File: config.mk
export PLATFORM = sky130hd
export DESIGN_NAME = data_group_header_parser
export DESIGN_NICKNAME = d
export VERILOG_FILES = /design/src/rtl/core/dghp_pkg.sv /design/src/rtl/core/dghp_front.sv /design/src/rtl/core/dghp_queue.sv /design/src/rtl/core/dghp_back.sv /design/src/rtl/core/data_group_header_parser.sv
export SDC_FILE = /design/constraint.sdc
export NUM_CORES = 1
export LEC_CHECK = 0
export BUFFER_PORTS_ARGS = -buffer_cell sky130_fd_sc_hd__buf_2
export CELL_PAD_IN_SITES_DETAIL_PLACEMENT = 1
export CELL_PAD_IN_SITES_GLOBAL_PLACEMENT = 2
export CORE_ASPECT_RATIO = 0.5
export CORE_UTILIZATION = 50
export DETAILED_ROUTE_END_ITERATION = 10
export PLACE_DENSITY = 0.86
export SLEW_MARGIN = 20
export SYNTH_ARGS = -nofsm -noshare
export SYNTH_HDL_FRONTEND = slang
export SYNTH_SLANG_ARGS = --single-unit
File: constraint.sdc
create_clock -name clock -period 17.76 [get_ports clock]
set_clock_uncertainty 0.05 [all_clocks]
set_input_delay 0.888 -clock clock [delete_from_list [all_inputs] [get_ports clock]]
set_output_delay 0.888 -clock clock [all_outputs]
set_load 0.01 [all_outputs]
File: src/rtl/core/dghp_pkg.sv
// Shared types and constants of the data group header parser.
package dghp_pkg;

   localparam int QUEUE_DEPTH = 4;

   localparam logic [15:0] TID_ABSENT = 16'hFFFF;
   localparam logic [3:0]  EXT_SKIP   = 4'd2;
   localparam logic [3:0]  TID_MIN_LEN = 4'd2;

   typedef enum logic [1:0] {
      KIND_HEADER  = 2'd0,
      KIND_PAYLOAD = 2'd1,
      KIND_ERROR   = 2'd2
   } kind_type;

   typedef enum logic [3:0] {
      PH_IDLE,
      PH_CONT,
      PH_EXT,
      PH_SESS_HI,
      PH_SESS_LO,
      PH_UACC,
      PH_UFIELD,
      PH_SIZE_HI,
      PH_SIZE_LO,
      PH_PAYLOAD
   } phase_type;

   typedef struct packed {
      logic ext;
      logic crc;
      logic sess;
      logic user;
   } flags_type;

   typedef struct packed {
      logic [7:0] data_byte;
      logic       group_start;
      logic       group_end;
   } req_type;

   typedef struct packed {
      kind_type    kind;
      logic [7:0]  payload_byte;
      logic        end_of_payload;
      logic [2:0]  group_type;
      logic        ext_present;
      logic        crc_present;
      logic        session_present;
      logic        last_segment;
      logic [14:0] segment_number;
      logic [15:0] transport_id;
      logic [12:0] segment_size;
   } rsp_type;

   // One queued operation: a finished result, or a payload byte that still
   // has to pass the two-byte CRC delay.
   typedef struct packed {
      logic    delay;
      rsp_type rsp;
   } entry_type;

endpackage

File: src/rtl/core/dghp_front.sv
// Header parsing state machine that turns input bytes into queued operations.
module dghp_front (
   input  logic                clock,
   input  logic                reset,
   input  logic                in_valid,
   input  dghp_pkg::req_type   in_req,
   output logic                push,
   output dghp_pkg::entry_type push_entry
);
   import dghp_pkg::*;

   phase_type   phase_ff, phase_in;
   logic [3:0]  skip_ff, skip_in;
   flags_type   flags_ff, flags_in;
   logic [2:0]  gtype_ff, gtype_in;
   logic [3:0]  ulen_ff, ulen_in;
   logic [14:0] segnum_ff, segnum_in;
   logic        last_ff, last_in;
   logic [15:0] tid_ff, tid_in;
   logic [4:0]  size_hi_ff, size_hi_in;
   logic        tidcap_ff, tidcap_in;

   logic [7:0]  b;
   logic        st;
   logic        en;
   logic        parsing;
   logic [3:0]  idx;

   assign b   = in_req.data_byte;
   assign st  = in_req.group_start;
   assign en  = in_req.group_end;
   assign idx = ulen_ff - skip_ff;
   assign parsing = phase_ff inside {PH_CONT, PH_EXT, PH_SESS_HI, PH_SESS_LO,
                                     PH_UACC, PH_UFIELD, PH_SIZE_HI};

   function automatic phase_type after_session(input flags_type f);
      return f.user ? PH_UACC : PH_SIZE_HI;
   endfunction

   function automatic phase_type after_ext(input flags_type f);
      return f.sess ? PH_SESS_HI : after_session(f);
   endfunction

   // Next state.
   always_comb begin
      phase_in   = phase_ff;
      skip_in    = skip_ff;
      flags_in   = flags_ff;
      gtype_in   = gtype_ff;
      ulen_in    = ulen_ff;
      segnum_in  = segnum_ff;
      last_in    = last_ff;
      tid_in     = tid_ff;
      size_hi_in = size_hi_ff;
      tidcap_in  = tidcap_ff;
      if (in_valid) begin
         if (st) begin
            skip_in    = '0;
            flags_in   = flags_type'(b[7:4]);
            gtype_in   = b[2:0];
            ulen_in    = '0;
            segnum_in  = '0;
            last_in    = 1'b0;
            tid_in     = TID_ABSENT;
            size_hi_in = '0;
            tidcap_in  = 1'b0;
            phase_in   = en ? PH_IDLE : PH_CONT;
         end else begin
            case (phase_ff)
               PH_CONT: begin
                  if (flags_ff.ext) begin
                     phase_in = PH_EXT;
                     skip_in  = EXT_SKIP;
                  end else begin
                     phase_in = after_ext(flags_ff);
                  end
               end
               PH_EXT: begin
                  skip_in = skip_ff - 4'd1;
                  if (skip_ff == 4'd1) begin
                     phase_in = after_ext(flags_ff);
                  end
               end
               PH_SESS_HI: begin
                  last_in   = b[7];
                  segnum_in = {b[6:0], 8'h00};
                  phase_in  = PH_SESS_LO;
               end
               PH_SESS_LO: begin
                  segnum_in = segnum_ff | {7'd0, b};
                  phase_in  = after_session(flags_ff);
               end
               PH_UACC: begin
                  ulen_in   = b[3:0];
                  tidcap_in = b[4] && (b[3:0] >= TID_MIN_LEN);
                  skip_in   = b[3:0];
                  phase_in  = (b[3:0] != 4'd0) ? PH_UFIELD : PH_SIZE_HI;
               end
               PH_UFIELD: begin
                  if (tidcap_ff && idx == 4'd0) begin
                     tid_in = {b, 8'hFF};
                  end else if (tidcap_ff && idx == 4'd1) begin
                     tid_in = {tid_ff[15:8], b};
                  end
                  skip_in = skip_ff - 4'd1;
                  if (skip_ff == 4'd1) begin
                     phase_in = PH_SIZE_HI;
                  end
               end
               PH_SIZE_HI: begin
                  size_hi_in = b[4:0];
                  phase_in   = PH_SIZE_LO;
               end
               PH_SIZE_LO: begin
                  phase_in = en ? PH_IDLE : PH_PAYLOAD;
               end
               PH_PAYLOAD: begin
                  if (en) begin
                     phase_in = PH_IDLE;
                  end
               end
               default: begin
                  phase_in = phase_ff;
               end
            endcase
            // A group that ends inside its header is cut short.
            if (en && parsing) begin
               phase_in = PH_IDLE;
            end
         end
      end
   end

   // Outputs toward the queue.
   always_comb begin
      push       = 1'b0;
      push_entry = '0;
      if (in_valid && en && (st || parsing)) begin
         push                = 1'b1;
         push_entry.rsp.kind = KIND_ERROR;
      end else if (in_valid && !st && phase_ff == PH_SIZE_LO) begin
         push                           = 1'b1;
         push_entry.rsp.kind            = KIND_HEADER;
         push_entry.rsp.group_type      = gtype_ff;
         push_entry.rsp.ext_present     = flags_ff.ext;
         push_entry.rsp.crc_present     = flags_ff.crc;
         push_entry.rsp.session_present = flags_ff.sess;
         push_entry.rsp.last_segment    = last_ff;
         push_entry.rsp.segment_number  = segnum_ff;
         push_entry.rsp.transport_id    = tid_ff;
         push_entry.rsp.segment_size    = {size_hi_ff, b};
      end else if (in_valid && !st && phase_ff == PH_PAYLOAD) begin
         push                          = 1'b1;
         push_entry.delay              = flags_ff.crc;
         push_entry.rsp.kind           = KIND_PAYLOAD;
         push_entry.rsp.payload_byte   = b;
         push_entry.rsp.end_of_payload = en;
      end
   end

   always_ff @(posedge clock) begin
      if (reset) begin
         phase_ff <= PH_IDLE;
      end else begin
         phase_ff <= phase_in;
      end
      skip_ff    <= skip_in;
      flags_ff   <= flags_in;
      gtype_ff   <= gtype_in;
      ulen_ff    <= ulen_in;
      segnum_ff  <= segnum_in;
      last_ff    <= last_in;
      tid_ff     <= tid_in;
      size_hi_ff <= size_hi_in;
      tidcap_ff  <= tidcap_in;
   end

endmodule

File: src/rtl/core/dghp_queue.sv
// Short first-in first-out queue of operations between front and back.
module dghp_queue #(
   parameter int DEPTH = dghp_pkg::QUEUE_DEPTH
) (
   input  logic                clock,
   input  logic                reset,
   input  logic                push,
   input  dghp_pkg::entry_type push_entry,
   input  logic                pop,
   output dghp_pkg::entry_type head,
   output logic                head_valid,
   output logic                full
);
   import dghp_pkg::*;

   localparam int PW = (DEPTH > 1) ? $clog2(DEPTH) : 1;
   localparam int CW = $clog2(DEPTH + 1);
   localparam logic [PW-1:0] LAST = PW'(DEPTH - 1);
   localparam logic [CW-1:0] FULL_COUNT = CW'(DEPTH);

   entry_type       slot_ff [DEPTH];
   logic [PW-1:0]   wr_ff, wr_in;
   logic [PW-1:0]   rd_ff, rd_in;
   logic [CW-1:0]   count_ff, count_in;
   logic            do_push;
   logic            do_pop;

   assign head_valid = (count_ff != '0);
   assign full       = (count_ff == FULL_COUNT);
   assign head       = slot_ff[rd_ff];
   assign do_push    = push && !full;
   assign do_pop     = pop && head_valid;

   always_comb begin
      wr_in    = wr_ff;
      rd_in    = rd_ff;
      count_in = count_ff;
      if (do_push) begin
         wr_in = (wr_ff == LAST) ? '0 : wr_ff + 1'b1;
      end
      if (do_pop) begin
         rd_in = (rd_ff == LAST) ? '0 : rd_ff + 1'b1;
      end
      if (do_push && !do_pop) begin
         count_in = count_ff + 1'b1;
      end else if (do_pop && !do_push) begin
         count_in = count_ff - 1'b1;
      end
   end

   always_ff @(posedge clock) begin
      if (reset) begin
         wr_ff    <= '0;
         rd_ff    <= '0;
         count_ff <= '0;
      end else begin
         wr_ff    <= wr_in;
         rd_ff    <= rd_in;
         count_ff <= count_in;
      end
      if (do_push) begin
         slot_ff[wr_ff] <= push_entry;
      end
   end

endmodule

File: src/rtl/core/dghp_back.sv
// CRC tail delay and registered result stage.
module dghp_back (
   input  logic                clock,
   input  logic                reset,
   input  dghp_pkg::entry_type head,
   input  logic                head_valid,
   output logic                take,
   output dghp_pkg::rsp_type   rsp_data,
   output logic                rsp_empty,
   input  logic                rsp_pop
);
   import dghp_pkg::*;

   logic [7:0] dly_ff [2];
   logic [7:0] dly_in [2];
   logic [1:0] fill_ff, fill_in;
   rsp_type    out_ff, out_in;
   logic       out_valid_ff, out_valid_in;
   logic       slot_free;
   logic       hold;
   logic       emit;

   assign slot_free = !out_valid_ff || rsp_pop;
   // A delayed byte is held back without a result while the delay line is still filling.
   assign hold = head.delay && (fill_ff < 2'd2);
   assign take = head_valid && (hold || slot_free);
   assign emit = head_valid && !hold && slot_free;

   always_comb begin
      dly_in[0]    = dly_ff[0];
      dly_in[1]    = dly_ff[1];
      fill_in      = fill_ff;
      out_in       = out_ff;
      out_valid_in = out_valid_ff && !rsp_pop;
      if (take && head.delay) begin
         if (hold) begin
            dly_in[fill_ff[0]] = head.rsp.payload_byte;
            fill_in            = fill_ff + 2'd1;
         end else begin
            dly_in[0] = dly_ff[1];
            dly_in[1] = head.rsp.payload_byte;
         end
      end
      if (take && head.rsp.kind == KIND_HEADER) begin
         fill_in = '0;
      end
      if (emit) begin
         out_valid_in = 1'b1;
         out_in       = head.rsp;
         if (head.delay) begin
            out_in.payload_byte = dly_ff[0];
         end
      end
   end

   always_ff @(posedge clock) begin
      if (reset) begin
         fill_ff      <= '0;
         out_valid_ff <= 1'b0;
      end else begin
         fill_ff      <= fill_in;
         out_valid_ff <= out_valid_in;
      end
      dly_ff[0] <= dly_in[0];
      dly_ff[1] <= dly_in[1];
      out_ff    <= out_in;
   end

   assign rsp_data  = out_ff;
   assign rsp_empty = !out_valid_ff;

endmodule

File: src/rtl/core/data_group_header_parser.sv
// Top level of the data group header parser.
//
//   channel   direction  handshake             payload
//   req_      in         req_push / req_full   req_data  (data byte, start and end marks)
//   rsp_      out        rsp_empty / rsp_pop   rsp_data  (header, payload byte or error)
//
// One byte is taken every cycle while req_full is low; each byte gives at most one result.
// A result reaches the rsp_ ports through the queue and the output register: the parser is
// combinational and writes the operation into the queue at its byte's transfer edge, and the
// output register takes it from the queue head once the output slot is free.
// A synchronous reset clears the parse state, queue pointers, delay fill and output valid.
// A stalled result side fills the queue, which then raises req_full; the two sides
// otherwise run independently.
module data_group_header_parser #(
   parameter int QUEUE_DEPTH = dghp_pkg::QUEUE_DEPTH
) (
   input  logic              clock,
   input  logic              reset,
   input  logic              req_push,
   output logic              req_full,
   input  dghp_pkg::req_type req_data,
   output logic              rsp_empty,
   input  logic              rsp_pop,
   output dghp_pkg::rsp_type rsp_data
);
   import dghp_pkg::*;

   logic      in_valid;
   logic      push;
   entry_type push_entry;
   entry_type head;
   logic      head_valid;
   logic      take;

   // A byte transfer happens when req_push is high and the queue has room for an operation.
   assign in_valid = req_push && !req_full;

   // The front parses the header fields and classifies each byte that gives an operation as a
   // header result, an error, a plain payload byte or a payload byte bound for the CRC delay.
   dghp_front u_front (
      .clock      (clock),
      .reset      (reset),
      .in_valid   (in_valid),
      .in_req     (req_data),
      .push       (push),
      .push_entry (push_entry)
   );

   dghp_queue #(
      .DEPTH (QUEUE_DEPTH)
   ) u_queue (
      .clock      (clock),
      .reset      (reset),
      .push       (push),
      .push_entry (push_entry),
      .pop        (take),
      .head       (head),
      .head_valid (head_valid),
      .full       (req_full)
   );

   // The back runs the two-byte delay that drops the CRC and holds the result register.
   dghp_back u_back (
      .clock      (clock),
      .reset      (reset),
      .head       (head),
      .head_valid (head_valid),
      .take       (take),
      .rsp_data   (rsp_data),
      .rsp_empty  (rsp_empty),
      .rsp_pop    (rsp_pop)
   );

endmodule
== After elaboration in Yosys (flattened, before gate mapping) ==
Memory sizes are Yosys's and may differ from the RTL's. A register that Yosys moved wholly into a read port is not among the register bits.
Cells that the tools add are included.
Storage, ports and cells
  register bits after elaboration: 129
  bits in writable memories: 268
  memories kept: 2
Memories
  u_queue.slot_ff: depth 4, bits a word 63, rd ports 1, clocked after memory_dff 1, wr ports 1, RTL line dghp_queue.sv:21  | entry_type slot_ff [DEPTH];
  u_back.dly_ff: depth 2, bits a word 8, rd ports 2, clocked after memory_dff 0, wr ports 2, RTL line dghp_back.sv:14  | logic [7:0] dly_ff [2];
Cells by class
  add/sub/neg operators: 7
  order comparisons: 4
  equal/unequal tests: 18
  mux-type cells: 48
  bitwise logic cells: 2
  reductions and logical operators: 59
Operators by type and width (number)
  16-bit 2-to-1 mux: 4
  60-bit 2-to-1 mux: 1
  51-bit 2-to-1 mux: 1
  4-bit 2-to-1 mux: 10
  4-bit case mux with 9 select lines: 1
  15-bit case mux with 2 select lines: 1
  8-bit 2-to-1 mux: 3
  1-bit logical AND: 22
  16-bit bitwise mux: 1
  4-bit by 3-bit == test with 1-bit output, second input constant: 4
  15-bit by 8-bit OR with 15-bit output: 1
  2-bit 2-to-1 mux: 7
  4-bit by 1-bit == test with 1-bit output, second input constant: 3
  1-bit 2-to-1 mux: 12
  12-bit 2-to-1 mux: 1
  4-bit case mux with 3 select lines: 1
  2-bit AND reduction: 6
  2-bit nonzero test: 6
  11-bit nonzero test: 1
  9-bit 2-to-1 mux: 1
  3-bit AND reduction: 3
  3-bit nonzero test: 3
  8-bit demux with 1-bit select: 1
  4-bit by 2-bit == test with 1-bit output, second input constant: 2
  26 further kinds: 42

== Depth between registers and ports, before layout ==
Gate-level depths: netlist of the first run.
  word-level depth: 13
  depth in mapped cells: 12
  gate-level depth less buffers: 10

== Cells and area by module ==
From an unflattened synthesis of the first run, not the netlist that was laid out.
Unflattened totals
  cells, all modules: 833
  area total of the unflattened synthesis: 15636.2 um^2
By module, submodules not included
  dghp_queue: instances 1, cells each 379, area each 9593.0 um^2, seq. area each 7747.4 um^2
  dghp_front: instances 1, cells each 307, area each 3174.3 um^2, seq. area each 1671.6 um^2
  dghp_back: instances 1, cells each 146, area each 2855.2 um^2, seq. area each 2402.3 um^2
  data_group_header_parser: instances 1, cells each 1, area each 13.8 um^2, seq. area each 0.0 um^2

== Worst setup path before layout of the first run ==
Ideal clock, no wire load.
  path kind: reg2reg
  start: register with a tool-made name
  end: register u_back.out_ff (netlist bit u_back.rsp_data[0]) (enable)
  data arrival time: 5.211 ns
  data required time: 17.152 ns
  slack: 11.941 ns
  stages on the path, launching flop included: 6
  path buffers: 1
  period minus slack after synthesis: 5.819 ns
  path through: dfxtp_1 > buf_2 > mux2i_1 > mux2_2 > nor2_2 > nor3_1
RTL lines
  end signal, assigned: RTL line dghp_back.sv:66  | out_ff <= out_in;
  end, declared: RTL line dghp_back.sv:17  | rsp_type out_ff, out_in;

==> impl_metrics.env, run 1 <==
export IMPL_synthMuxAreaShare_pct=10.4
export IMPL_use_met2_pct=34.7
export IMPL_ant_nets=0
export IMPL_cts_resized=0
export IMPL_cts_root_buf="clkbuf_16"
export IMPL_synth_edf_count=383
export IMPL_place_ws_ns=13.76
export IMPL_busiest_layer="met2"
export IMPL_clk_pin_slew_worst_paths_ns=0.06
export IMPL_instances_no_fill=1374
export IMPL_synth_compound_area_share_pct=3.24
export IMPL_clockBufferDepth=3
export IMPL_met3_usage_pct=3.61
export IMPL_place_congestion=0.803
export IMPL_worstPathArrival_ns=4.02
export IMPL_grt_remaining_overflow=0
export IMPL_fin_nets=951
export IMPL_wl_per_cell_um=23.6
export IMPL_synthTopCellsByCount="edfxtp_1, and2_1, mux4_2"
export IMPL_drtIter0Drc=610
export IMPL_num_rows=45
export IMPL_yosysTopAreaCell="edfxtp_1"
export IMPL_ios=78
export IMPL_dp_hpwl_um=19300
export IMPL_grtUsageMet1_pct=29.8
export IMPL_clkLatencyLatePin_ns=0.54
export IMPL_worstMarginPinSlew_ns=1.04
export IMPL_synth_top_family_by_area="multiplexers"
export IMPL_grt_pass1_vias=8342
export IMPL_post_cts_buffers=0
export IMPL_fmax_mhz=276
export IMPL_ys_seq_area_share_pct=75.7
export IMPL_antenna_cells=0
export IMPL_utilization_pct=57.4
export IMPL_antenna_found_initial=1
export IMPL_core_um2=30500
export IMPL_vdd_drop_max_mv=0.0764
export IMPL_synth_warnings=0
export IMPL_grt_start_max_net_pins=66
export IMPL_yosys_top_cells_area="edfxtp_1, mux4_2, and2_1"
export IMPL_start_util_pct=51.2
export IMPL_synthArstFlopShare_pct=0
export IMPL_grt_total_usage_pct=21.1
export IMPL_path_class="reg2reg"
export IMPL_finalHoldViolations=0
export IMPL_synth_ff_type="edfxtp_1"
export IMPL_ys_ff_latch=399
export IMPL_synth_fa_ha_area_share_pct=1.14
export IMPL_clock_sinks=399
export IMPL_crit_fanout=65
export IMPL_maxSlewHeadroom_pct=30.7
export IMPL_powerDensity_nw_per_um2=143
export IMPL_vias=7727
export IMPL_tritoncts="yes"
export IMPL_power_mw=2.51
export IMPL_grt_pass1_wl_um=50200
export IMPL_postCtsHoldBufs=0
export IMPL_hp_class="reg2reg"
export IMPL_die_area_um2=32000
export IMPL_die_y_um=127
export IMPL_p_leak_nw=6.25
export IMPL_maxCapViolCount=0
export IMPL_rsz0062_at_grt="no"
export IMPL_netlist_instances=840
export IMPL_worst_slack_ns=14.14
export IMPL_worstSetupStartpointType="flip-flop"
export IMPL_synth_top_cell_area_share_pct=73.6
export IMPL_drive_gt1_share_pct=23.1
export IMPL_syn_nets=867
export IMPL_syn_area_um2=15600
export IMPL_dpl_cell_count=1309
export IMPL_synth_xor_area_share_pct=0.336
export IMPL_fillers=2785
export IMPL_die_w_um=252
export IMPL_finalSetupViolCount=0
export IMPL_cts_buffers=36
export IMPL_synthSimpleGateAreaFrac_pct=7.46
export IMPL_avgViaCountPerCell=5.62
export IMPL_endpoint_kind="flip-flop"
export IMPL_syn_area_per_cell_um2=18.6
export IMPL_status="finished, final reports clean"
export IMPL_final_setup_tns_ns=0
export IMPL_htree_levels=2
export IMPL_period_needed_ns=3.62
export IMPL_fin_crit_sh_pct=20.4
export IMPL_drt_wl_total_um=32400
export IMPL_portBuffers=77
export IMPL_syn2layout_area_growth_pct=12.1
export IMPL_critical_path_required_ns=18.16
export IMPL_timing_final_max_slew_violations=0
export IMPL_synth_most_common_cell="edfxtp_1"
export IMPL_drc=0
export IMPL_drt_pass1_iter_count=4
export IMPL_synthDistinctLibCells=57
## routing by layer
layer | part of all wire [%] | wire length, µm | up-vias
met5 | 0 | 0 | -
met4 | 1.4 | 461 | 0
met3 | 4.0 | 1290 | 35
met2 | 48 | 15700 | 165
met1 | 46 | 14900 | 4097
li1 | - | - | 3430
## logic make-up after synthesis
kind of cell | count (synthesis)
compound gates | 75
flops | 399
simple gates | 209
xor+xnor | 6
buf+inv | 57
mux | 81
fa+ha+maj | 13
## sequential cells by signal, indices dropped and copies added (netlist names), 3 cells and up, named ones only
name,flops
u_back.dly_ff,16
u_back.rsp_data,62
u_front.flags_ff,4
u_front.gtype_ff,3
u_front.phase_ff,4
u_front.segnum_ff,15
u_front.size_hi_ff,5
u_front.skip_ff,4
u_front.tid_ff,16
u_front.ulen_ff,4
u_queue.count_ff,3
u_queue.slot_ff,252
## area by class of cell
type / count / area [µm²] / share of cell area, %
multi-input cells: 384 / 3540 / 20.2
clock buffers: 46 / 981 / 5.60
inverters: 16 / 60.1 / 0.343
clock inverters: 19 / 120 / 0.686
repair buffers: 87 / 460 / 2.63
flip-flops and latches: 399 / 11800 / 67.5
well taps: 423 / 529 / 3.02
## worst max-delay path, cell delays in order (launching register included)
cell and delay [ns]:
dfxtp_2 0.32, buf_4 0.77, mux4_2 0.57, nand2_4 0.21
a21oi_2 0.13, inv_1 0.10, ha_1 0.19, inv_1 0.08
fa_1 0.44, xor2_1 0.19, or3_1 0.33, a21oi_1 0.15
## layout by cell type (no fill, tap or decap), types with 8 or more instances in the layout
cell	instances
nand2b_1	10
edfxtp_1	383
mux4_2	58
and2_1	69
clkbuf_16	38
buf_2	77
nor2b_1	10
clkbuf_1	8
a21o_1	11
a21oi_1	21
nor2_1	35
ha_1	11
clkinv_1	12
mux2_2	8
inv_1	16
or3_1	9
o21ai_1	8
dfxtp_1	14
nand2_1	40
buf_4	10
mux2i_1	10
o21a_1	8
## where the power goes
group	internal (mW)	switching [mW]
Combinational	0.211	0.296
Sequential	1.20	0.0610
Clock	0.407	0.334
## worst paths after layout
check                                   startpoint                                to  slack [ns]  cells after the start
setup / recovery                         flip-flop  u_queue.count_ff[2]$_SDFFE_PP0P_       14.14                     11
hold reg to reg   u_queue.count_ff[2]$_SDFFE_PP0P_  u_queue.count_ff[2]$_SDFFE_PP0P_        0.47                      2
setup reg to reg                         flip-flop  u_queue.count_ff[2]$_SDFFE_PP0P_       14.14                     11
hold / removal    u_queue.count_ff[2]$_SDFFE_PP0P_  u_queue.count_ff[2]$_SDFFE_PP0P_        0.47                      2
## stage by stage
step,instance area [µm²],hold slack (ns)
finish,17500,0.467
floorplan,15600,0.416
detailed placement,16400,0.459
global placement,16400,0.434
CTS,17500,0.469
global route,17500,0.513
Note: power is estimated with default switching activity, not from simulation.
==> run 2, diff against run 1 <==
--- a/config.mk
+++ b/config.mk
@@ -9,9 +9,9 @@
 export CELL_PAD_IN_SITES_DETAIL_PLACEMENT = 1
 export CELL_PAD_IN_SITES_GLOBAL_PLACEMENT = 2
 export CORE_ASPECT_RATIO = 0.5
-export CORE_UTILIZATION = 50
+export CORE_UTILIZATION = 47
 export DETAILED_ROUTE_END_ITERATION = 10
-export PLACE_DENSITY = 0.86
+export PLACE_DENSITY = 0.82
 export SLEW_MARGIN = 20
 export SYNTH_ARGS = -nofsm -noshare
 export SYNTH_HDL_FRONTEND = slang
==> constraint.sdc (replaced) <==
create_clock -name clock -period 3.43 [get_ports clock]
set_clock_uncertainty 0.05 [all_clocks]
set_input_delay 0.1715 -clock clock [delete_from_list [all_inputs] [get_ports clock]]
set_output_delay 0.1715 -clock clock [all_outputs]
set_load 0.01 [all_outputs]
==> run 2 against run 1 <==
Non-clock buffer count is 20 higher. Sequential share of layout area is 1.2 points lower. Cell count is 2.2% higher. Register-to-register slack worse by 14 ns. Wire length is 2.4% higher. Core utilization is 2.0 points lower. Setup slack worse by 14 ns. Power grew to 5.3 times the previous value.
==> impl_metrics.env, run 2 (synthesis results as in run 1) <==
export IMPL_finalHoldViolations=0
export IMPL_cts_resized=0
export IMPL_ant_nets=0
export IMPL_cts_buffers=37
export IMPL_die_area_um2=34000
export IMPL_status="finished, final reports clean"
export IMPL_cp_num_buf_inv=2
export IMPL_crit_path_cell_trace="mux4_2, nand2_4, a21oi_2, inv_1, ha_1, inv_1, fa_1, xor2_1, or3_1, a21oi_1"
export IMPL_cts_root_buf="clkbuf_16"
export IMPL_htree_levels=2
export IMPL_place_congestion=0.770
export IMPL_vdd_drop_max_mv=0.395
export IMPL_drive_gt1_share_pct=24.3
export IMPL_timing_hold_ws_ns=0.0325
export IMPL_postCtsHoldBufs=7
export IMPL_clockBufferDepth=3
export IMPL_worstMarginPinSlew_ns=0.889
export IMPL_avgViaCountPerCell=5.59
export IMPL_die_w_um=260
export IMPL_rsz0062_at_grt="no"
export IMPL_place_ws_ns=0.503
export IMPL_endpoint_kind="flip-flop"
export IMPL_drc=0
export IMPL_maxSlewHeadroom_pct=40.5
export IMPL_worstSetupStartpointType="flip-flop"
export IMPL_start_util_pct=48.6
export IMPL_ios=78
export IMPL_fmax_mhz=340
export IMPL_maxCapViolCount=0
export IMPL_tritoncts="yes"
export IMPL_cpMostUsedCell="inv_1"
export IMPL_fin_nets=972
export IMPL_worst_slack_ns=0.486
export IMPL_worstPathArrival_ns=3.35
export IMPL_path_class="reg2reg"
export IMPL_drt_wl_total_um=33200
export IMPL_drt_pass1_iter_count=4
export IMPL_p_leak_nw=6.40
export IMPL_num_rows=46
export IMPL_final_common_cell="edfxtp_1"
export IMPL_clock_sinks=399
export IMPL_final_setup_tns_ns=0
export IMPL_layout_common_cells="edfxtp_1, buf_2, and2_1, mux4_2, nand2_1"
export IMPL_critical_path_required_ns=3.84
export IMPL_largest_reg_flops=252
export IMPL_vias=7846
export IMPL_die_y_um=131
export IMPL_fin_crit_sh_pct=85.8
export IMPL_antenna_found_initial=1
export IMPL_crit_fanout=12
export IMPL_cp_top_family="multiplexers"
export IMPL_largest_register="u_queue.slot_ff"
export IMPL_grt_pass1_wl_um=50500
export IMPL_portBuffers=77
export IMPL_grt_remaining_overflow=0
export IMPL_powerDensity_nw_per_um2=748
export IMPL_period_needed_ns=2.94
export IMPL_grt_total_usage_pct=20.1
export IMPL_finalSetupViolCount=0
export IMPL_slowest_delay_ns=0.63
export IMPL_hp_class="in2reg"
export IMPL_clk_pin_slew_worst_paths_ns=0.07
export IMPL_dp_hpwl_um=20700
export IMPL_drtIter0Drc=621
export IMPL_core_um2=32200
export IMPL_grt_start_max_net_pins=43
export IMPL_crit_slowest_cell="mux4_2"
export IMPL_timing_final_max_slew_violations=0
export IMPL_grt_pass1_vias=8365
export IMPL_wl_per_cell_um=23.6
export IMPL_clkLatencyLatePin_ns=0.53
export IMPL_post_cts_buffers=0
export IMPL_syn2layout_area_growth_pct=14.1
==> run 2: stage by stage <==
step | total power, mW | cell area, µm² | utilization, % | std cells
finish | 13.3 | 17800 | 55.4 | 1404
global route | 13.9 | 17800 | 55.4 | 1403
CTS | 13.5 | 17800 | 55.4 | 1403
detailed placement | 9.39 | 16600 | 51.5 | 1331
global placement | 9.28 | 16600 | 51.5 | 1331
floorplan | 8.40 | 15600 | - | 840
==> run 2: path summary, 6_finish.rpt <==
| kind | from | endpoint | slack [ns] | depth (start not counted) |
|---|---|---|---|---|
| min | req_data[4] | u_front.gtype_ff[2]$_DFFE_PP_ | 0.03 | 1 |
| max | u_queue.slot_ff[3][62]$_DFFE_PP_ | u_queue.count_ff[2]$_SDFFE_PP0P_ | 0.49 | 10 |
| max reg2reg | u_queue.slot_ff[3][62]$_DFFE_PP_ | u_queue.count_ff[2]$_SDFFE_PP0P_ | 0.49 | 10 |
| min reg2reg | u_queue.count_ff[2]$_SDFFE_PP0P_ | u_queue.count_ff[2]$_SDFFE_PP0P_ | 0.49 | 2 |
==> run 2: layout make-up <==
class	count	area, µm²
Inverter	16	60.1
Multi-Input combinational cell	384	3550
Timing Repair Buffer	107	653
Sequential cell	399	11800
Clock buffer	51	1030
Tap cell	432	541
Clock inverter	14	166
Antenna cell	1	2.50
Fill cell	2893	14300
==> run 2: routing by layer <==
layer	part of all wire, %	GRT usage (%)	wire [µm]
met5	0	0	0
met4	1.4	4.39	448
met3	4.1	3.57	1360
met2	48	32.9	15900
met1	47	28.4	15500
==> run 2: power breakdown <==
| group | switching (mW) | leakage, nW | internal (mW) |
|---|---|---|---|
| Combinational | 1.61 | 1.76 | 1.14 |
| Sequential | 0.257 | 4.06 | 6.23 |
| Clock | 1.70 | 0.583 | 2.40 |
| Total | 3.57 | 6.40 | 9.77 |
==> run 3, diff against run 2 <==
--- a/config.mk
+++ b/config.mk
@@ -9,9 +9,9 @@
 export CELL_PAD_IN_SITES_DETAIL_PLACEMENT = 1
 export CELL_PAD_IN_SITES_GLOBAL_PLACEMENT = 2
 export CORE_ASPECT_RATIO = 0.5
-export CORE_UTILIZATION = 47
+export CORE_UTILIZATION = 50
 export DETAILED_ROUTE_END_ITERATION = 10
-export PLACE_DENSITY = 0.82
+export PLACE_DENSITY = 0.86
 export SLEW_MARGIN = 20
 export SYNTH_ARGS = -nofsm -noshare
 export SYNTH_HDL_FRONTEND = slang
==> constraint.sdc (replaced) <==
create_clock -name clock -period 3.6 [get_ports clock]
set_clock_uncertainty 0.05 [all_clocks]
set_input_delay 0.18 -clock clock [delete_from_list [all_inputs] [get_ports clock]]
set_output_delay 0.18 -clock clock [all_outputs]
set_load 0.01 [all_outputs]
==> run 3 against run 2 <==
Via count down 0.33%. Flip-flop and latch count unchanged. Wire length up 3.3%. Combinational power down 4%. Core utilization up 2.9 points. Final area down 0.13%. Critical endpoint unchanged. Largest cell class unchanged.
==> impl_metrics.env, run 3 (synthesis results as in run 1) <==
export IMPL_grt_pass1_wl_um=52100
export IMPL_final_cell_area_um2=17800
export IMPL_worstSetupStartpointType="flip-flop"
export IMPL_clockBufferDepth=3
export IMPL_place_area_um2=16600
export IMPL_grt_pass1_vias=8498
export IMPL_fin_crit_sh_pct=86.0
export IMPL_place_ws_ns=0.519
export IMPL_status="finished, final reports clean"
export IMPL_antenna_cells=0
export IMPL_critical_path_required_ns=4.00
export IMPL_instances_no_fill=1385
export IMPL_drc=0
export IMPL_avgViaCountPerCell=5.65
export IMPL_final_setup_tns_ns=0
export IMPL_num_rows=45
export IMPL_core_um2=30500
export IMPL_fmax_mhz=323
export IMPL_final_common_cell="edfxtp_1"
export IMPL_seqCellArea_um2=11800
export IMPL_endpoint_kind="flip-flop"
export IMPL_grt_remaining_overflow=0
export IMPL_finalHoldViolations=0
export IMPL_powerDensity_nw_per_um2=714
export IMPL_clk_pin_slew_worst_paths_ns=0.06
export IMPL_place_congestion=0.758
export IMPL_clkLatencyLatePin_ns=0.54
export IMPL_die_area_um2=32000
export IMPL_period_needed_ns=3.10
export IMPL_layout_common_cells="edfxtp_1, buf_2, and2_1, mux4_2, nand2_1"
export IMPL_die_w_um=252
export IMPL_portBuffers=77
export IMPL_power_mw=12.7
export IMPL_multiInputGateArea_um2=3550
export IMPL_postCtsHoldBufs=5
export IMPL_clock_sinks=399
export IMPL_drtIter0Drc=610
export IMPL_ios=78
export IMPL_worst_slack_ns=0.503
export IMPL_fillers=2744
export IMPL_drt_pass1_iter_count=5
export IMPL_crit_fanout=14
export IMPL_ant_nets=0
export IMPL_wl_per_cell_um=24.7
export IMPL_cts_root_buf="clkbuf_16"
export IMPL_timing_final_max_slew_violations=0
export IMPL_cts_resized=0
export IMPL_vdd_drop_max_mv=0.377
export IMPL_htree_levels=2
export IMPL_rsz0062_at_grt="no"
export IMPL_drive_gt1_share_pct=24.2
export IMPL_dpl_cell_count=1317
export IMPL_cts_buffers=36
export IMPL_drt_wl_total_um=34200
export IMPL_fin_nets=964
export IMPL_grt_total_usage_pct=22.1
export IMPL_maxSlewHeadroom_pct=33.2
export IMPL_syn2layout_area_growth_pct=14.0
export IMPL_p_leak_nw=6.38
export IMPL_antenna_found_initial=1
export IMPL_grt_start_max_net_pins=65
export IMPL_post_cts_buffers=0
export IMPL_path_class="reg2reg"
export IMPL_largest_register="u_queue.slot_ff"
export IMPL_worstPathArrival_ns=3.49
export IMPL_dp_hpwl_um=20900
export IMPL_largest_reg_flops=252
export IMPL_hp_class="in2reg"
export IMPL_finalSetupViolCount=0
export IMPL_timing_hold_ws_ns=0.0254
export IMPL_tritoncts="yes"
export IMPL_utilization_pct=58.4
export IMPL_start_util_pct=51.2
export IMPL_maxCapViolCount=0
export IMPL_worstMarginPinSlew_ns=1.00
export IMPL_vias=7820
export IMPL_die_y_um=127
[run 3: changes by cell type in the layout (fill, tap and decap cells not counted), sizes merged]
cell / delta
dlygate4sd3: -2
inv: +1
clkbuf: -12
buf: -5
diode: -1
clkinv: +9
[run 3: area by class of cell]
cell class              count  share of cell area [%]
clock buffers              39                    5.24
clock inverters            24                    1.27
inverters                  16                   0.337
multi-input cells         384                    19.9
flip-flops and latches    399                    66.4
well taps                 423                    2.97
repair buffers            100                    3.86
[run 3: path summary, 6_finish.rpt]
kind,start,endpoint,slack (ns),cells past startpoint
max,flip-flop,u_queue.count_ff[2]$_SDFFE_PP0P_,0.50,10
min,req_data[1],u_front.phase_ff[0]$_SDFFE_PP0P_,0.03,3
min reg2reg,u_back.dly_ff[0][6]$_DFFE_PP_,u_back.rsp_data[58]$_DFFE_PP_,0.46,2
max reg2reg,flip-flop,u_queue.count_ff[2]$_SDFFE_PP0P_,0.50,10
[run 3: per-layer routing]
metal  vias to the layer above  share of wire, %  wire length, µm  GRT usage, %
met4                         0               1.8              616          5.85
li1                       3462                 -                -             -
met5                         -                 0                0             0
met2                       228                49            16700          36.2
met3                        51               5.6             1910          4.36
met1                      4079                44            15000          30.8
[run 3: power breakdown]
group	switching, mW	leakage, nW	internal [mW]
logic	1.55	1.75	1.10
registers	0.289	4.06	5.93
clock network	1.67	0.576	2.17
total	3.51	6.38	9.21
[run 3: worst max-delay path, stage by stage, from the launching register on]
cell	delay, ns
dfxtp_4	0.51
mux4_2	0.70
nand2_4	0.20
a21oi_2	0.12
inv_1	0.08
ha_1	0.18
inv_1	0.07
fa_1	0.42
xor2_1	0.18
or3_1	0.32
a21oi_1	0.16
